$ cat config.mk
export PLATFORM = sky130hd
export DESIGN_NAME = pjsq_cfg_regs
export DESIGN_NICKNAME = d
export VERILOG_FILES = /design/src/rtl/pjsq_pkg.sv /design/src/rtl/pjsq_cfg_regs.sv
export SDC_FILE = /design/constraint.sdc
export NUM_CORES = 1
export LEC_CHECK = 0
export BUFFER_PORTS_ARGS = -buffer_cell sky130_fd_sc_hd__buf_2
export CORE_MARGIN = 2
export CORE_UTILIZATION = 35
export CTS_CLUSTER_SIZE = 24
export DETAILED_ROUTE_END_ITERATION = 10
export GPL_TIMING_DRIVEN = 0
export PLACE_DENSITY_LB_ADDON = 0.1
export SLEW_MARGIN = 20
export SYNTH_ARGS = -nofsm -noshare
export SYNTH_HDL_FRONTEND = slang
export SYNTH_SLANG_ARGS = --single-unit
$ cat constraint.sdc
create_clock -name clk -period 1.3 [get_ports clk]
set_input_delay 0.065 -clock clk [delete_from_list [all_inputs] [get_ports clk]]
set_output_delay 0.065 -clock clk [all_outputs]
set_load 0.02 [all_outputs]
$ cat src/rtl/pjsq_pkg.sv
// ----------------------------------------------------------------------------
// pjsq_pkg: shared definitions for the per-joint motion segment queue
// Sizes, field widths, operation and status codes, and the structures that
// travel between the queue's modules.
// ----------------------------------------------------------------------------
`default_nettype none

package pjsq_pkg;

  // Queue geometry.
  localparam int JOINTS       = 6;
  localparam int QUEUE_DEPTH  = 8;
  localparam int CURVE_COUNT  = 8;
  localparam int CURVE_REGS   = 8;
  localparam int PACKET_BYTES = 9;
  localparam int SCALE_SHIFT  = 8;

  // Fixed field widths of the transactions.
  localparam int OP_W       = 2;
  localparam int JOINT_W    = 3;
  localparam int SIZE_W     = 8;
  localparam int CURVE_W    = 8;
  localparam int CURVE_ID_W = 3;
  localparam int VAL_W      = 16;
  localparam int DUR_W      = 32;
  localparam int STATUS_W   = 3;
  localparam int FREE_W     = 4;

  // Derived widths.
  localparam int JIDX_W    = (JOINTS > 1) ? $clog2(JOINTS) : 1;
  localparam int SLOT_W    = $clog2(QUEUE_DEPTH);
  localparam int CNT_W     = $clog2(QUEUE_DEPTH + 1);
  localparam int SUM_W     = CNT_W + 1;
  localparam int ADDR_W    = JIDX_W + SLOT_W;
  localparam int MEM_DEPTH = 1 << ADDR_W;
  localparam int CREG_W    = $clog2(CURVE_REGS);
  localparam int CFG_AW    = CREG_W + 2;
  localparam int CFG_DW    = 32;

  typedef enum logic [OP_W-1:0] {
    OP_PUSH  = 2'd0,
    OP_POP   = 2'd1,
    OP_QUERY = 2'd2
  } op_t;

  typedef enum logic [STATUS_W-1:0] {
    ST_OK        = 3'd0,
    ST_BAD_SIZE  = 3'd1,
    ST_BAD_JOINT = 3'd2,
    ST_FULL      = 3'd3,
    ST_BAD_CURVE = 3'd4,
    ST_DISJOINT  = 3'd5,
    ST_POP_EMPTY = 3'd6
  } status_code_t;

  // One stored motion segment.
  typedef struct packed {
    logic [CURVE_ID_W-1:0] curve;
    logic [VAL_W-1:0]      shift;
    logic [VAL_W-1:0]      scale;
    logic [DUR_W-1:0]      dur;
  } seg_t;

  // Segment store write port.
  typedef struct packed {
    logic              en;
    logic [ADDR_W-1:0] addr;
    seg_t              data;
  } mem_wr_t;

  // Segment store read ports: tail slot on port a, head slot on port b.
  typedef struct packed {
    logic              en;
    logic [ADDR_W-1:0] addr_a;
    logic [ADDR_W-1:0] addr_b;
  } mem_rd_t;

  typedef logic [CURVE_REGS-1:0][CFG_DW-1:0] curve_ends_t;

  // Transaction held in the input register.
  typedef struct packed {
    logic [OP_W-1:0]    op;
    logic [JIDX_W-1:0]  jidx;
    logic               joint_bad;
    logic [SIZE_W-1:0]  size;
    logic [CURVE_W-1:0] curve;
    logic [VAL_W-1:0]   shift;
    logic [VAL_W-1:0]   scale;
    logic [DUR_W-1:0]   dur;
    logic [CNT_W-1:0]   cnt;
    logic [SLOT_W-1:0]  head;
    logic [SLOT_W-1:0]  slot;
    logic               fwd_a;
    logic               fwd_b;
  } stage_t;

  // Result transaction.
  typedef struct packed {
    status_code_t          status;
    logic [CURVE_ID_W-1:0] head_curve;
    logic [VAL_W-1:0]      head_shift;
    logic [VAL_W-1:0]      head_scale;
    logic [DUR_W-1:0]      head_duration;
    logic [FREE_W-1:0]     free_slots;
    logic                  queue_empty;
    logic [VAL_W-1:0]      previous_end;
    logic [VAL_W-1:0]      new_start;
  } res_t;

  // Next ring position.
  function automatic logic [SLOT_W-1:0] slot_inc(input logic [SLOT_W-1:0] s);
    logic [SLOT_W-1:0] r;
    if (s == SLOT_W'(QUEUE_DEPTH - 1)) begin
      r = '0;
    end else begin
      r = s + 1'b1;
    end
    return r;
  endfunction

endpackage

`default_nettype wire

$ cat src/rtl/pjsq_cfg_regs.sv
// ----------------------------------------------------------------------------
// pjsq_cfg_regs: curve endpoint registers behind an APB-style port
// Eight 32-bit registers, start value in the low half, end value in the high.
// ----------------------------------------------------------------------------
`default_nettype none

module pjsq_cfg_regs (
  input  logic                            clk,
  input  logic                            rst_n,
  input  logic                            psel,
  input  logic                            penable,
  input  logic                            pwrite,
  input  logic [pjsq_pkg::CFG_AW-1:0]     paddr,
  input  logic [pjsq_pkg::CFG_DW-1:0]     pwdata,
  output logic [pjsq_pkg::CFG_DW-1:0]     prdata,
  output logic                            pready,
  output pjsq_pkg::curve_ends_t           curve_ends
);

  pjsq_pkg::curve_ends_t              curve_r;
  logic [pjsq_pkg::CREG_W-1:0]        reg_idx;

  // Registers are word aligned.
  assign reg_idx = paddr[pjsq_pkg::CFG_AW-1:2];

  // Register write in the access phase.
  always_ff @(posedge clk) begin
    if (!rst_n) begin
      curve_r <= '0;
    end else if (psel && penable && pwrite) begin
      curve_r[reg_idx] <= pwdata;
    end
  end

  assign pready     = 1'b1;
  assign prdata     = curve_r[reg_idx];
  assign curve_ends = curve_r;

endmodule

`default_nettype wire

After elaboration in Yosys (flattened, before gate mapping)
Cells that the tools add are included.
- $lt $le $gt $ge: 2
- div/mod/pow operators: 0
- shift-type cells: 0
- equal/unequal tests: 0
- multiplexer cells: 5
- bitwise logic cells: 0
- reductions and logical operators: 3
- add/sub/neg operators: 0
- $mul: 0
- operators by type and width (cell ; number):
    256-bit bitwise mux ; 1
    32-bit binary-select mux with 3-bit select ; 1
    32-bit demux with 3-bit select ; 1
    32-bit 2-to-1 mux ; 2
    3-bit by 4-bit < comparator with 1-bit output (second input constant) ; 1
    3-bit by 1-bit greater-or-equal comparator with 1-bit output (second input constant) ; 1
    1-bit logical AND ; 3
- bits in writable memories: 0
- latch bits: 0
- ROM bits: 0
- output and inout port bits: 289
- input bits: 42
- bits in registers: 256
- memories kept: 0
- logic and storage cells: 18

Depth between registers and ports, before layout
- word-level depth: 5
- depth in mapped cells: 6

Least setup slack after synthesis
Ideal clock, no wire load.
- path type: input port to output port
- start: input paddr[3] in the netlist's numbering
- end: output prdata[18] in the netlist's numbering
- setup slack: -121 ps
- cell stages on the path: 4
- data required time: 1235 ps
- path buffers: 2
- arrival: 1356 ps
- cells stage by stage: buf_2 -> buf_2 -> mux4_2 -> mux2_4
- cells in the longest elaborated chain, start to end: 2
- ends and longest elaborated chain (what ; RTL line ; source):
    start, declared ; pjsq_cfg_regs.sv:13 ; input logic [pjsq_pkg::CFG_AW-1:0] paddr,
    32-bit binary-select mux with 3-bit select ; pjsq_cfg_regs.sv:36 ; assign prdata = curve_r[reg_idx];
    32-bit 2-to-1 mux (implied by the code) ; pjsq_cfg_regs.sv:36 ;
    end, declared ; pjsq_cfg_regs.sv:15 ; output logic [pjsq_pkg::CFG_DW-1:0] prdata,
No other way between the ends. The select of a mux whose other input is x is not followed.

Worst setup path in the final report
- start: register curve_r (netlist bit curve_ends[104])
- end: output prdata[8] in the netlist's numbering
- cells in the longest elaborated chain, start to end: 2
- ends and longest elaborated chain (what ; RTL line ; source):
    start, declared ; pjsq_cfg_regs.sv:20 ; pjsq_pkg::curve_ends_t curve_r;
    start signal, assigned by index ; pjsq_cfg_regs.sv:31 ; curve_r[reg_idx] <= pwdata;
    32-bit binary-select mux with 3-bit select ; pjsq_cfg_regs.sv:36 ;
    32-bit 2-to-1 mux (implied by the code) ; pjsq_cfg_regs.sv:36 ;
No other way between the ends. The select of a mux whose other input is x is not followed.

==> run_results.csv <==
group,metric,value,unit
run_status,outcome,"finished with violations",
run_status,violations,"negative hold slack, negative setup slack",
yosys,synthSimpleGateAreaFrac,10.5,%
die,io_pins,331,
yosys,synth_nets,1037,
grt,grt_usage,25.3,%
timing,skew,0,ps
critical_path,path_max_fanout,2,
clock_network,cts-root-buf,"clkbuf_16",
timing,final_hold_viol_count,2,
finish,utilization,50.2,%
clock_network,clkSlewWorstSetupHoldPaths,60,ps
worst_hold_path,hold_class,"input pin to flip-flop",
yosys,synthXorXnorAreaFrac,0,%
die,initial_core_util,35.6,%
grt,grt_pass1_vias,9608,
critical_path,worst_setup_path_start_kind,"flip-flop",
finish,fin_cells,1908,
clock_network,htree_levels,1,
timing,finalSetupViolCount,32,
grt,grt_max_degree,14,
placed_design,place_inst,1721,
yosys,postSynth.topFlopCell,"dfxtp_1",
die,die_y,184,um
die,rows,65,
critical_path,critPathBufInv,1,
critical_path,worstPathArrival,1760,ps
finish,fin_nets,1527,
pwr,p_per_area,1080,mW/mm^2
timing,fmax,547,MHz
grt,grt_overflow,0,
yosys,syn_inst,995,
clock_network,numCtsBuffers,29,
finish,area_growth,41.0,%
critical_path,critPathRequiredTime,1240,ps
routing,vias,9610,
clock_network,cts_tree,"built",
timing,post-route-min-period,1830,ps
clock_network,cts.sinks,256,
timing,rsz0062_at_grt,"true",
timing,finalMaxSlewViolations,0,
yosys,ys_ff_latch,256,
yosys,synth.area.mux_share,39.3,%
pwr,cellLeakagePower,7.42,nW
critical_path,cp_top_family,"multiplexers",
routing,drtIter0Drc,482,
yosys,synth_top_family_by_area,"multiplexers",
critical_path,crit_path_end_kind,"output port",
clock_network,clk_path_buf_depth,3,
pwr,p_total,17.3,mW
critical_path,worst_path_largest_cell_delay,480,ps
yosys,synthAdderAreaFrac,0,%
yosys,netlist_area,0.0113,mm^2
routing,firstDrtPassIters,5,
clock_network,clock_latency,530,ps
finish,drive_above_1_share,52.8,%
timing,tightest_slew,749,ps
routing,routedWlPerCell,23.0,um
finish,largest_reg_flops,256,
yosys,synth_warnings,0,
yosys,ys_seq_area_share,45.3,%
placed_design,dp_hpwl,29300,um
routing,drc,0,
critical_path,crit_chain,"mux4_2, mux2_4, buf_6",
yosys,synth-compound-area-share,0.299,%
flow_run,drv_cap,0,
placed_design,gp_congestion,0.767,
die,die-area,0.0337,mm^2
die,die_w,184,um
finish,num_antenna_cells,0,
timing,post-route-period-util,141,%
die,placeableCoreArea,0.0317,mm^2
placed_design,io_buffers,324,
yosys,ys_async_sr_fraction,0,%
yosys,yosysUniqueCellTypes,26,
grt,grt_pass1_wl,62600,um
critical_path,cp_slowest_cell,"mux4_2",
grt,antenna_found_initial,0,
placed_design,dp_slack,-733,ps
pwr,ir_drop,0.831,mV
timing,layout_setup_ws,-528,ps
timing,slew-limit-headroom,50.0,%
critical_path,critPathKind,"flip-flop to output port",
routing,wl,43900,um
yosys,synth_edf_count,0,
routing,antenna_left,0,
yosys,avgSynthCellArea,11.4,um^2
finish,fill_cells,3031,
timing,timing.hold.ws,-8.72,ps
routing,via_per_inst,5.04,
## synthesized netlist by cell type, drive strengths merged, types with 2 or more instances
| master | instances | area share (%) |
|---|---|---|
| mux4 | 62 | 12 |
| buf | 49 | 3.5 |
| nand2 | 289 | 9.6 |
| mux2i | 258 | 23 |
| mux2 | 31 | 4.1 |
| nor2 | 6 | 0.29 |
| nand2b | 2 | 0.11 |
| dfxtp | 256 | 45 |
| or3 | 2 | 0.11 |
| clkbuf | 30 | 1.0 |
## stage by stage
step | TNS [ps] | hold WS, ps | area (um^2)
final | -15920 | -8.72 | 15900
after global routing | -17220 | 8.33 | 15900
after CTS | -29340 | -7.57 | 15700
after detailed placement | -158750 | 459 | 13500
after global placement | -159340 | 453 | 13500
after floorplan | -280 | 345 | 11300
## kinds of logic (layout without fill, tap and decap cells)
family / count (synthesis) / in the layout
AND/OR/NAND/NOR: 303 / 303
other: 1 / 1
flip-flops: 256 / 256
AO/OA/AOI/OAI: 4 / 4
multiplexers: 351 / 351
buffers and inverters: 80 / 591
## tightest hold or removal path, delay by kind of cell
kind	cells	cell delay (ps)
buffers and inverters	1	70
and+or+nand+nor	1	170
muxes	1	170
## worst paths after layout
kind / depth (start not counted) / slack (ps) / end / startpoint
min: 3 / -9 / curve_ends[2] / pwdata[2]
max reg2reg: 4 / 520 / curve_ends[230] / curve_ends[230]
max: 3 / -530 / prdata[8] / curve_ends[104]
min reg2reg: 2 / 460 / curve_ends[157] / curve_ends[157]
## final cells by class
class                           instances  area, um^2  share of cell area [%]
Multi-Input combinational cell        659        5700                    35.8
Clock inverter                          5        52.6                   0.330
Buffer                                 79         596                    3.74
Timing Repair Buffer                  459        2910                    18.2
Clock buffer                           47         863                    5.42
Sequential cell                       256        5310                    33.3
Inverter                                1        3.75                  0.0236
Tap cell                              402         503                    3.16
## power breakdown
| part | switching [mW] | internal [mW] |
|---|---|---|
| Clock | 3.29 | 4.69 |
| Sequential | 0.0394 | 7.91 |
| Combinational | 0.865 | 0.479 |
## routing by layer
metal	wire length (um)	GRT usage, %	up-vias	part of all wire, %
met1	19800	33.7	4772	45
met3	2480	4.83	67	5.7
met5	0	0	-	0
met4	1230	7.30	0	2.8
li1	-	-	4460	-
met2	20300	41.7	311	46
## layout by cell type (no fill, tap or decap), types with 2 or more instances in the layout
cell type      instances
mux2_4                31
buf_8                  2
clkbuf_2              24
nand2b_1               2
buf_2                298
buf_4                134
buf_12                 4
mux4_2                62
clkbuf_8               7
clkbuf_16             29
clkbuf_1              18
nand2_1              289
mux2i_1              258
or3_1                  2
buf_6                 44
dfxtp_2              147
nor2_4                 4
dfxtp_1              109
dlygate4sd3_1         24
nor2_2                 2
clkinv_2               3
## repair_timing
| item | in CTS | in global routing |
|---|---|---|
| hold buffers | 25 | 0 |
| endpoints found under the hold margin | 163 | 0 |
| setup endpoints to repair | 203 | 272 |
| gates resized for setup | 215 | 46 |
| pin swaps | 1 | 2 |
| buffers inserted | 96 | 14 |
Note: power is estimated with default switching activity, not from simulation.
