[config.mk]
export PLATFORM = sky130hd
export DESIGN_NAME = pjsq_place
export DESIGN_NICKNAME = d
export VERILOG_FILES = /design/src/rtl/pjsq_pkg.sv /design/src/rtl/pjsq_place.sv
export SDC_FILE = /design/constraint.sdc
export NUM_CORES = 1
export LEC_CHECK = 0
export ABC_AREA = 1
export BUFFER_PORTS_ARGS = -buffer_cell sky130_fd_sc_hd__buf_2
export CORE_AREA = 2 2 133 135
export DETAILED_ROUTE_END_ITERATION = 8
export DIE_AREA = 0 0 135 137
export PLACE_DENSITY_LB_ADDON = 0.08
export SKIP_LAST_GASP = 1
export SYNTH_ARGS = -nofsm -noshare
export SYNTH_HDL_FRONTEND = slang
export SYNTH_SLANG_ARGS = --single-unit
[constraint.sdc]
create_clock -name vclk -period 33.5
set_input_delay 6.7 -clock vclk [all_inputs]
set_output_delay 6.7 -clock vclk [all_outputs]
set_load 0.03 [all_outputs]
[src/rtl/pjsq_pkg.sv]
// ----------------------------------------------------------------------------
// pjsq_pkg: shared definitions for the per-joint motion segment queue
// Sizes, field widths, operation and status codes, and the structures that
// travel between the queue's modules.
// ----------------------------------------------------------------------------
`default_nettype none

package pjsq_pkg;

  // Queue geometry.
  localparam int JOINTS       = 6;
  localparam int QUEUE_DEPTH  = 8;
  localparam int CURVE_COUNT  = 8;
  localparam int CURVE_REGS   = 8;
  localparam int PACKET_BYTES = 9;
  localparam int SCALE_SHIFT  = 8;

  // Fixed field widths of the transactions.
  localparam int OP_W       = 2;
  localparam int JOINT_W    = 3;
  localparam int SIZE_W     = 8;
  localparam int CURVE_W    = 8;
  localparam int CURVE_ID_W = 3;
  localparam int VAL_W      = 16;
  localparam int DUR_W      = 32;
  localparam int STATUS_W   = 3;
  localparam int FREE_W     = 4;

  // Derived widths.
  localparam int JIDX_W    = (JOINTS > 1) ? $clog2(JOINTS) : 1;
  localparam int SLOT_W    = $clog2(QUEUE_DEPTH);
  localparam int CNT_W     = $clog2(QUEUE_DEPTH + 1);
  localparam int SUM_W     = CNT_W + 1;
  localparam int ADDR_W    = JIDX_W + SLOT_W;
  localparam int MEM_DEPTH = 1 << ADDR_W;
  localparam int CREG_W    = $clog2(CURVE_REGS);
  localparam int CFG_AW    = CREG_W + 2;
  localparam int CFG_DW    = 32;

  typedef enum logic [OP_W-1:0] {
    OP_PUSH  = 2'd0,
    OP_POP   = 2'd1,
    OP_QUERY = 2'd2
  } op_t;

  typedef enum logic [STATUS_W-1:0] {
    ST_OK        = 3'd0,
    ST_BAD_SIZE  = 3'd1,
    ST_BAD_JOINT = 3'd2,
    ST_FULL      = 3'd3,
    ST_BAD_CURVE = 3'd4,
    ST_DISJOINT  = 3'd5,
    ST_POP_EMPTY = 3'd6
  } status_code_t;

  // One stored motion segment.
  typedef struct packed {
    logic [CURVE_ID_W-1:0] curve;
    logic [VAL_W-1:0]      shift;
    logic [VAL_W-1:0]      scale;
    logic [DUR_W-1:0]      dur;
  } seg_t;

  // Segment store write port.
  typedef struct packed {
    logic              en;
    logic [ADDR_W-1:0] addr;
    seg_t              data;
  } mem_wr_t;

  // Segment store read ports: tail slot on port a, head slot on port b.
  typedef struct packed {
    logic              en;
    logic [ADDR_W-1:0] addr_a;
    logic [ADDR_W-1:0] addr_b;
  } mem_rd_t;

  typedef logic [CURVE_REGS-1:0][CFG_DW-1:0] curve_ends_t;

  // Transaction held in the input register.
  typedef struct packed {
    logic [OP_W-1:0]    op;
    logic [JIDX_W-1:0]  jidx;
    logic               joint_bad;
    logic [SIZE_W-1:0]  size;
    logic [CURVE_W-1:0] curve;
    logic [VAL_W-1:0]   shift;
    logic [VAL_W-1:0]   scale;
    logic [DUR_W-1:0]   dur;
    logic [CNT_W-1:0]   cnt;
    logic [SLOT_W-1:0]  head;
    logic [SLOT_W-1:0]  slot;
    logic               fwd_a;
    logic               fwd_b;
  } stage_t;

  // Result transaction.
  typedef struct packed {
    status_code_t          status;
    logic [CURVE_ID_W-1:0] head_curve;
    logic [VAL_W-1:0]      head_shift;
    logic [VAL_W-1:0]      head_scale;
    logic [DUR_W-1:0]      head_duration;
    logic [FREE_W-1:0]     free_slots;
    logic                  queue_empty;
    logic [VAL_W-1:0]      previous_end;
    logic [VAL_W-1:0]      new_start;
  } res_t;

  // Next ring position.
  function automatic logic [SLOT_W-1:0] slot_inc(input logic [SLOT_W-1:0] s);
    logic [SLOT_W-1:0] r;
    if (s == SLOT_W'(QUEUE_DEPTH - 1)) begin
      r = '0;
    end else begin
      r = s + 1'b1;
    end
    return r;
  endfunction

endpackage

`default_nettype wire

[src/rtl/pjsq_place.sv]
// ----------------------------------------------------------------------------
// pjsq_place: places a curve endpoint with a segment's scale and shift
// Computes endpoint*scale/256, truncated toward zero, plus shift, in 16 bits.
// ----------------------------------------------------------------------------
`default_nettype none

module pjsq_place (
  input  logic signed [pjsq_pkg::VAL_W-1:0] endpoint,
  input  logic signed [pjsq_pkg::VAL_W-1:0] scale,
  input  logic signed [pjsq_pkg::VAL_W-1:0] shift,
  output logic [pjsq_pkg::VAL_W-1:0]        value
);

  localparam int PROD_W = 2 * pjsq_pkg::VAL_W;
  localparam int SH     = pjsq_pkg::SCALE_SHIFT;

  logic signed [PROD_W-1:0] prod;
  logic [PROD_W-1:0]        biased;

  // Negative products get a bias so the shift rounds toward zero.
  assign prod   = endpoint * scale;
  assign biased = prod + {{(PROD_W - SH){1'b0}}, {SH{prod[PROD_W-1]}}};
  assign value  = biased[SH + pjsq_pkg::VAL_W - 1:SH] + shift;

endmodule

`default_nettype wire
### Word level (Yosys, flattened, before mapping)

Index checks and enable logic that the tools add are counted.

* flip-flop bits (word level): 0
* input port bits: 48
* word-level logic and storage cells: 3
* output and inout bits: 16

* $mul: 1
* $add $sub $neg: 2

Operators with widths (number)
* $mul A16 B16 Y32: 1
* $add A24 B8 Y24: 1
* $add A16 B16 Y16: 1

### Logic depth before layout (Yosys ltp)

Gate-level depths: netlist of run 1.

* word-level depth: 3
* mapped depth: 48
* gate-level depth less buffers: 46

### Worst setup path before layout of run 1

OpenSTA, ideal clock, no wires.

* path type: input -> output
* from: input port scale[3] in the netlist's numbering
* to: output port value[12] in the netlist's numbering
* data required time: 26.800 ns
* arrival: 14.834 ns
* setup slack: 11.966 ns
* path buffers: 2
* cell stages on the path: 41
* cell sequence: clkbuf_1 clkbuf_1 nand2_1 inv_1 fa_1 fa_1 fa_1 fa_1 fa_1 inv_1 fa_1 inv_1 ha_1 a21o_1 nor2_1 nand2_1 a21oi_1 nand2_2 [5 not listed] o211ai_1 nand2_1 nand2_1 nand2_4 xor2_1 inv_1 ha_1 fa_1 nand3_1 nand2_1 a31oi_1 o21bai_1 a21oi_1 o21ai_0 a21oi_1 nor2_1 nor2_1 xnor2_1

* word-level cells in the longest chain between the ends: 3

RTL lines
* from (decl): RTL line pjsq_place.sv:9 `input logic signed [pjsq_pkg::VAL_W-1:0] scale,`
* $mul A16 B16 Y32: RTL line pjsq_place.sv:21 `assign prod = endpoint * scale;`
* $add A24 B8 Y24: RTL line pjsq_place.sv:22 `assign biased = prod + {{(PROD_W - SH){1'b0}}, {SH{prod[PROD_W-1]}}};`
* $add A16 B16 Y16: RTL line pjsq_place.sv:23 `assign value = biased[SH + pjsq_pkg::VAL_W - 1:SH] + shift;`
* to (decl): RTL line pjsq_place.sv:11 `output logic [pjsq_pkg::VAL_W-1:0] value`

No other way between the ends.

### Worst setup path after layout of run 1

* from: input port scale[1] in the netlist's numbering
* to: output port value[12] in the netlist's numbering

Same word-level chain as after synthesis.

==> run summary, run 1 <==
Run status: complete, no violations
# DRC: 0
Via count: 9,693
Hold Startpoint: shift[0]
Cell taking the most area after synthesis: fa_1
Slew headroom: 55.8%
Syn nets: 2,027
Most common cell in the netlist: inv_1
Register area: 0 um2
PortBufs: 64
TNS Setup: 0 ns
# nets final: 2,036
Synth warnings: 0
Count of final setup violators: 0
GRT Total Usage: 31.5%
I/O pin count: 64
CP max stage cell: fa_1
Dpl hpwl: 23,500 um
Initial Util: 69.3%
DIE AREA: 0.0185 mm2
Required @ worst endpoint: 26.80 ns
Min-Delay Endpoint: value[0]
Largest net degree at the start of global routing: 18
Worst stage delay on the critical path: 0.92 ns
Final Hold Fails: 0
Sequential cells: 0
Synth top area share: 44.5%
F_max: 0.0449 GHz
Syn Inst Count: 1,615
Drt pass-1 iters: 5
CP Data Arrival Time: 15.59 ns
Crit Path Class: primary input to output pin
Fraction of layout cells with a size suffix above 1: 6.60%
# diodes: 0
Layout fillers: 1,457
Vias in the first global route: 10,000
Worst slew pin tran: 0.663 ns
Post-Syn Area: 0.0118 mm2
Top post-synthesis cells by count: 497 x inv_1, 415 x nand2_1, 263 x fa_1, 101 x ha_1, 60 x nor2_1
Crit end category: output pin
DRT Wirelength: 27,200 um
Synth-to-layout area growth: 3.28%
Slew Limit Fails: 0
Startpoint types: primary input
Gr ovfl total: 0
Final worst path period share: 66.5%
# clk buffers: 0
Global-route wire length before repair: 46,300 um
DR iter-0 viols: 642
Post-CTS setup buffers: 0
Cts hold-fix bufs: 0
Row cnt: 48
Sequential share of the synthesized area: 0%
Syn avg cell area: 7.32 um2
Fin crit period: 22.29 ns
Post-DRT Antenna Nets: 0
DR WL/cell: 14.7 um
Die height: 137 um
Top cells by area, synth: fa_1 45%, inv_1 16%, nand2_1 13%
Initial antenna violation count: 0
Max-cap viol count: 0
Min-Delay Path Class: primary input to output pin
Post-CTS Resized: 0
Core area: 0.0171 mm2
Die width: 135 um
Gpl congestion: 0.939
RSZ-0062 raised after global routing: false
Worst Hold Depth: 3
Via density: 5.25
Distinct cells, synth: 40
Worst Path Max Fanout: 16
worst max-delay path by stage:
stage | cells after the start | from | slack [ns] | end
2_1_floorplan | 41 | scale[3] | 11.97 | value[12]
3_3_place_gp | 41 | scale[1] | 11.52 | value[12]
3_5_place_dp | 42 | scale[1] | 11.31 | value[12]
4_1_cts | 42 | scale[1] | 11.30 | value[12]
5_1_grt | 42 | scale[1] | 10.60 | value[12]
6_report | 41 | scale[1] | 11.21 | value[12]
critical path: cells and delay by family:
| kind | cells | cell delay, ns |
|---|---|---|
| adders and majority gates | 10 | 4.89 |
| and+or+nand+nor | 15 | 1.62 |
| AOI/OAI and AO/OA | 7 | 1.18 |
| buffers and inverters | 7 | 0.90 |
| xor gates and xnor gates | 2 | 0.27 |
cell type report:
type	instances	area, um2	share of cell area [%]
Inverter	502	1880	15.4
Multi-Input combinational cell	1056	9730	79.6
Tap cell	225	282	2.30
Timing Repair Buffer	64	320	2.62
stage by stage:
| stage | utilization (%) | instance area, um2 | instances | worst slack, ns | hold slack, ns |
|---|---|---|---|---|---|
| 6_report | 71.6 | 12200 | 1847 | 11.21 | 13.77 |
| 5_1_grt | 71.6 | 12200 | 1847 | 10.60 | 13.79 |
| 4_1_cts | 71.6 | 12200 | 1847 | 11.30 | 13.78 |
| 3_5_place_dp | 71.6 | 12200 | 1847 | 11.31 | 13.78 |
| 3_3_place_gp | 71.6 | 12200 | 1847 | 11.52 | 13.78 |
| 2_1_floorplan | - | 11800 | 1615 | 11.97 | 13.67 |
cell usage in the layout (no fill, tap or decap), types with 14 or more instances in the layout:
cell,count
a21oi_1,43
buf_2,64
fa_1,263
ha_1,101
inv_1,497
nand2_1,415
nand3_1,44
nand4_1,15
nor2_1,60
o21ai_0,14
xor2_1,26
per-layer routing:
layer	up-vias	global-route usage [%]	wire length [um]	part of all wire (%)
met3	57	2.30	1540	5.7
met2	319	58.1	14100	52
li1	4602	-	-	-
met5	-	0	0	0
met1	4715	40.8	10900	40
met4	0	7.41	678	2.5
cells by family (layout without fill, tap and decap cells):
logic type | Yosys count | after routing | synth area share (%)
buffers and inverters | 559 | 566 | 17.7
adder cells (fa/ha/maj) | 364 | 364 | 55.2
XOR/XNOR | 34 | 34 | 2.64
AO/OA/AOI/OAI | 78 | 78 | 3.81
AND/OR/NAND/NOR | 580 | 580 | 20.6
Power of run 1 is not shown: default switching activity piles up to over one toggle a cycle in this logic, so the estimate is an artifact.
==> run 2, diff against run 1 <==
- CORE_AREA: 2 2 133 135 -> 2 2 144 146
- DIE_AREA: 0 0 135 137 -> 0 0 146 148
- clock period: 33.5 -> 18.1 ns (I/O delays scaled with it)
==> run summary, run 2 (same netlist as run 1, synthesis figures left out) <==
DRT Wirelength: 28,200 um
Startpoint types: primary input
Synth-to-layout area growth: 3.76%
Sequential cells: 0
CP max stage cell: fa_1
Register area: 0 um2
F_max: 0.0627 GHz
Multi-input logic area: 0.00973 mm2
M2 GR Usage: 48.3%
Dpl hpwl: 24,300 um
Worst Path Max Fanout: 16
I/O pin count: 64
Final worst path period share: 88.2%
TNS Setup: 0 ns
GRT Total Usage: 27.7%
RSZ-0062 raised after global routing: false
Count of final setup violators: 0
Final Hold Fails: 0
Gr ovfl total: 0
# DRC: 0
Die height: 148 um
Initial Util: 59.0%
# nets final: 2,036
Crit Path Class: primary input to output pin
Vias in the first global route: 9,888
DR WL/cell: 14.9 um
Commonest non-fill, non-tap cell in the layout: inv_1
Cts hold-fix bufs: 0
Via count: 9,490
Min-Delay Path Class: primary input to output pin
Met3 GRT Util: 3.02%
Slew Limit Fails: 0
Global-route wire length before repair: 48,400 um
Fin crit period: 15.96 ns
Worst slew pin tran: 0.661 ns
PortBufs: 64
Required @ worst endpoint: 14.48 ns
# clk buffers: 0
DR iter-0 viols: 579
Worst stage delay on the critical path: 0.85 ns
Crit end category: output pin
Die width: 146 um
Largest net degree at the start of global routing: 18
GR peak layer: met2
Row cnt: 52
Max-cap viol count: 0
CP endpoint: value[12]
Initial antenna violation count: 0
CP Data Arrival Time: 12.34 ns
Layout fillers: 1,957
Commonest cells after routing, fill and taps aside: 497 x inv_1, 415 x nand2_1, 263 x fa_1
Core area: 0.0200 mm2
Fraction of layout cells with a size suffix above 1: 6.60%
Worst setup startpoint: scale[1]
Drt pass-1 iters: 5
Gpl congestion: 0.924
Post-DRT Antenna Nets: 0
Run status: complete, no violations
Met1 GRT Util: 38.9%
DIE AREA: 0.0216 mm2
Post-CTS Resized: 0
Slew headroom: 55.9%
Via density: 5.02
Post-CTS setup buffers: 0
# diodes: 0
Critical Path Most Common Cell: fa_1
[run 2: cell counts in the layout (fill, tap and decap cells not counted)]
No cell type changed its count.
[run 2: worst min-delay path by stage]
| stage | startpoint | to | slack, ns | cells past startpoint |
|---|---|---|---|---|
| after floorplan | shift[0] | value[0] | 7.51 | 1 |
| after global placement | shift[0] | value[0] | 7.62 | 3 |
| after detailed placement | shift[0] | value[0] | 7.63 | 3 |
| after CTS | shift[0] | value[0] | 7.63 | 3 |
| after global routing | shift[0] | value[0] | 7.65 | 3 |
| final | shift[0] | value[0] | 7.62 | 3 |
[run 2: worst max-delay path: cells and delay by family]
family          cells  cell delay (ns)
compound gates      9             1.52
fa+ha+maj          10             4.79
simple gates       13             1.26
xor+xnor            2             0.25
buf+inv             7             0.89
[run 2: layout make-up]
class / instances / area share [%]
multi-input combinational: 1056 / 79.3
inverter: 502 / 15.4
tap: 270 / 2.75
timing repair buffer: 64 / 2.61
[run 2: metrics by stage]
stage / hold slack (ns) / setup WS [ns] / instances / instance area [um2] / util (%)
after floorplan: 7.51 / 2.73 / 1615 / 11800 / -
after global placement: 7.62 / 2.24 / 1892 / 12300 / 61.2
after detailed placement: 7.63 / 2.12 / 1892 / 12300 / 61.2
after CTS: 7.63 / 2.11 / 1892 / 12300 / 61.2
after global routing: 7.65 / 1.42 / 1892 / 12300 / 61.2
final: 7.62 / 2.14 / 1892 / 12300 / 61.2
[run 2: per-layer routing]
layer	up-vias	share of wire [%]
met5	-	0
met3	33	6.0
met2	267	47
met4	0	1.3
met1	4591	45
li1	4599	-
Power of run 2 is left out for the same reason.
